$ cat src/rtl/cmr_ram.sv
// Chunked message reassembler: generic single-port-write, registered-read RAM.
// One write and one read per cycle; read data updates only on a read enable.
// No dependencies.
`timescale 1ns / 1ps

module cmr_ram #(
  parameter int WIDTH = 8,
  parameter int DEPTH = 256
) (
  input  logic                     clk_i,
  input  logic                     we_i,
  input  logic [$clog2(DEPTH)-1:0] waddr_i,
  input  logic [WIDTH-1:0]         wdata_i,
  input  logic                     re_i,
  input  logic [$clog2(DEPTH)-1:0] raddr_i,
  output logic [WIDTH-1:0]         rdata_o
);

  logic [WIDTH-1:0] mem_q [DEPTH];
  logic [WIDTH-1:0] rdata_q;

  // Write port
  always_ff @(posedge clk_i) begin
    if (we_i) begin
      mem_q[waddr_i] <= wdata_i;
    end
  end

  // Registered read port, holds between reads
  always_ff @(posedge clk_i) begin
    if (re_i) begin
      rdata_q <= mem_q[raddr_i];
    end
  end

  assign rdata_o = rdata_q;

endmodule

$ cat config.mk
export PLATFORM = sky130hd
export DESIGN_NAME = cmr_ram
export DESIGN_NICKNAME = d
export VERILOG_FILES = /design/src/rtl/cmr_ram.sv
export SDC_FILE = /design/constraint.sdc
export NUM_CORES = 2
export LEC_CHECK = 0
export BUFFER_PORTS_ARGS = -buffer_cell sky130_fd_sc_hd__buf_2
export CORE_MARGIN = 1
export CORE_UTILIZATION = 55
export CTS_CLUSTER_DIAMETER = 120
export DETAILED_ROUTE_END_ITERATION = 6
export PLACE_DENSITY = 0.78
export SLEW_MARGIN = 5
export SYNTH_ARGS = -nofsm -noshare
export SYNTH_HDL_FRONTEND = slang
export SYNTH_SLANG_ARGS = --single-unit
$ cat constraint.sdc
create_clock -name clk_i -period 2.6 [get_ports clk_i]
set_input_delay 0.13 -clock clk_i [delete_from_list [all_inputs] [get_ports clk_i]]
set_output_delay 0.13 -clock clk_i [all_outputs]
set_load 0.02 [all_outputs]
==> impl_metrics.tcl <==
set metrics [dict create \
    crit_family "multiplexers" \
    crit_path_frequent_cell "mux4_2" \
    gr-usage-all-layers_pct 28.0 \
    worst-path-buf-inv 0 \
    grt_pass1_wl_mm 294 \
    cts_sinks 2056 \
    crit_chain "mux4_2 -> mux4_2 -> nor2_1 -> a2111oi_0 -> nor3_1 -> nor4_2" \
    start_util_pct 55.4 \
    row_count 139 \
    cts-root-buf "clkbuf_16" \
    grt_pass1_vias 42734 \
    viasPerCell 6.60 \
    fin_ws_ns -0.00611 \
    core_area_um2 144000 \
    fin_setup_tns_ns -0.00611 \
    path_clk_slew_ns 0.06 \
    synth_area_um2 79600 \
    max_clock_freq_mhz 384 \
    ys_warn_count 0 \
    ir_drop_mv 0.673 \
    post-route-period-util_pct 100 \
    slowest_delay_ns 0.56 \
    hp-class "in2reg" \
    drc_errors 4 \
    final_core_util_pct 64.3 \
    final_layout_size_suffix_gt1_share_pct 30.2 \
    vias 42254 \
    reg2regPathDepth 6 \
    port-buffer-count 34 \
    final_cell_mix "edfxtp_1 (2056), buf_4 (536), mux4_2 (454), nor2_1 (279), clkbuf_16 (192)" \
    syn_area_per_cell_um2 21.3 \
    power_density_nw_per_um2 731 \
    whs_path_depth 4 \
    final-hold-violation-count 0 \
    routedWlPerCell_um 31.7 \
    ys_ff_latch 2056 \
    fin_area_um2 92400 \
    first_pass_iters 7 \
    rsz0062_at_grt "false" \
    cp_slowest_cell "nor3_1" \
    crit_arrival_ns 3.19 \
    grt_max_degree 113 \
    setup_viol 1 \
    first_iter_violations 6268 \
    place_congestion 0.881 \
    critPathKind "reg2reg" \
    crit_path_max_fanout 1 \
    postCtsSetupRepairBufs 0 \
    synth_flop_cell "edfxtp_1" \
    skew_ns 0.0546 \
    worstMarginPinSlew_ns 0.901 \
    grt_overflow 0 \
    critPathLaunchType "flop" \
    numCtsBuffers 192 \
    final_common_cell "edfxtp_1" \
    yosysSeqAreaShare_pct 77.5 \
    dp.final_hpwl_mm 125 \
    max-cap-violations 0 \
    total_power_w 0.0675 \
    fin_crit_ns 2.61 \
    synth_fp_nets 3760 \
    failed_checks "design-rule violations, negative setup slack" \
    ys_types 54 \
    finalMaxSlewViolations 0 \
    max_slew_margin_pct 38.4 \
    die_y_um 383 \
    ant_nets 0 \
    htree_levels 4 \
    synthCells 3733 \
    cts_buffer_depth 3 \
    areaGrowthSynthToFinish_pct 16.0 \
    synth-edff-count 2056 \
    wirelength_mm 203 \
    die-area_um2 146000 \
    placed_area_um2 86000 \
    cts_tree "yes" \
    worst-path-stages 6 \
    async_flop_share_pct 0 \
    status "finished, violations left" \
    crit_required_ns 3.18 \
    antenna_found_initial 6 \
    nets 4363 \
    p_leak_nw 29.7 \
    critPathCaptureType "flop" \
    clock_latency_ns 0.86 \
    io_pins 35 \
    hold_ws_ns 0.0851 \
    die_w_um 383 \
]
[metal layers]
metal	vias to the layer above	routed length [um]	global-route usage, %	share of wire (%)
met5	-	56	0	0.028
met1	21616	70700	37.7	35
li1	16891	-	-	-
met3	538	26300	7.16	13
met4	8	8830	11.3	4.3
met2	3201	97100	44.1	48
[timing repair]
item	4_1_cts	5_1_grt
hold endpoints to repair	449	0
pin swaps	1	0
resized for setup	7	3
hold buffers	15	0
endpoints found under the setup margin	4	3
[cell families (layout without fill, tap and decap cells)]
kind of cell | after synthesis | count (layout) | share of synthesized area, %
compound gates | 385 | 385 | 3.42
buf+inv | 235 | 996 | 1.83
flops | 2056 | 2056 | 77.5
mux | 591 | 591 | 14.6
other cells | 0 | 5 | 0
simple gates | 466 | 466 | 2.63
[report_power, final]
part	internal (W)	switching (W)	total, W
Sequential	0.0365	0.0000614	0.0366
Clock	0.0148	0.0124	0.0272
Combinational	0.00143	0.00229	0.00372
Total	0.0528	0.0147	0.0675
[worst register-to-register path, delay by kind of cell, from the launching register on]
family | cells | cell delay, ns
AND/OR/NAND/NOR | 3 | 0.82
flip-flops | 1 | 0.38
AO/OA/AOI/OAI | 1 | 0.13
multiplexers | 2 | 1.01
[final cells by class]
| class | count | area [um2] |
|---|---|---|
| Tap cell | 1903 | 2380 |
| Inverter | 2 | 7.51 |
| Clock inverter | 114 | 1110 |
| Sequential cell | 2056 | 61700 |
| Timing Repair Buffer | 642 | 5590 |
| Clock buffer | 238 | 4980 |
| Multi-Input combinational cell | 1442 | 16500 |
| Antenna cell | 5 | 12.5 |
| Fill cell | 8919 | 51300 |
[cell usage after synthesis, types with 16 or more instances]
library cell / n / area (um2)
a21oi_1: 96 / 480
clkbuf_1: 111 / 417
buf_1: 22 / 82.6
nor2_1: 282 / 1060
o221ai_1: 46 / 403
mux4_2: 454 / 10200
nand2_1: 33 / 124
nor2b_1: 31 / 194
mux2i_1: 134 / 1340
buf_2: 31 / 155
a22oi_1: 133 / 998
buf_4: 27 / 203
o22ai_1: 28 / 175
buf_6: 21 / 236
nand3_1: 34 / 170
edfxtp_1: 2056 / 61700
nor3_1: 22 / 110
nor4_1: 24 / 150
a211oi_1: 16 / 120
[sequential cells by signal, indices dropped and copies added, names as in the netlist]
register  count
mem_q      2048
rdata_o       8
[worst paths after layout]
| check | start | endpoint | slack [ns] |
|---|---|---|---|
| min | waddr_i[0] | mem_q[155][2] | 0.09 |
| max reg2reg | mem_q[139][2] | rdata_o[2] | -0.006 |
| max | mem_q[139][2] | rdata_o[2] | -0.006 |
| min reg2reg | mem_q[32][5] | rdata_o[5] | 1.17 |
[per-stage QoR]
stage	instances	worst slack (ns)
2_1_floorplan	3733	0.394
3_3_place_gp	6030	-0.899
3_5_place_dp	6030	-0.965
4_1_cts	6397	0.0305
5_1_grt	6398	0.0337
6_report	6402	-0.00611
Note: power is estimated with default switching activity, not from simulation.
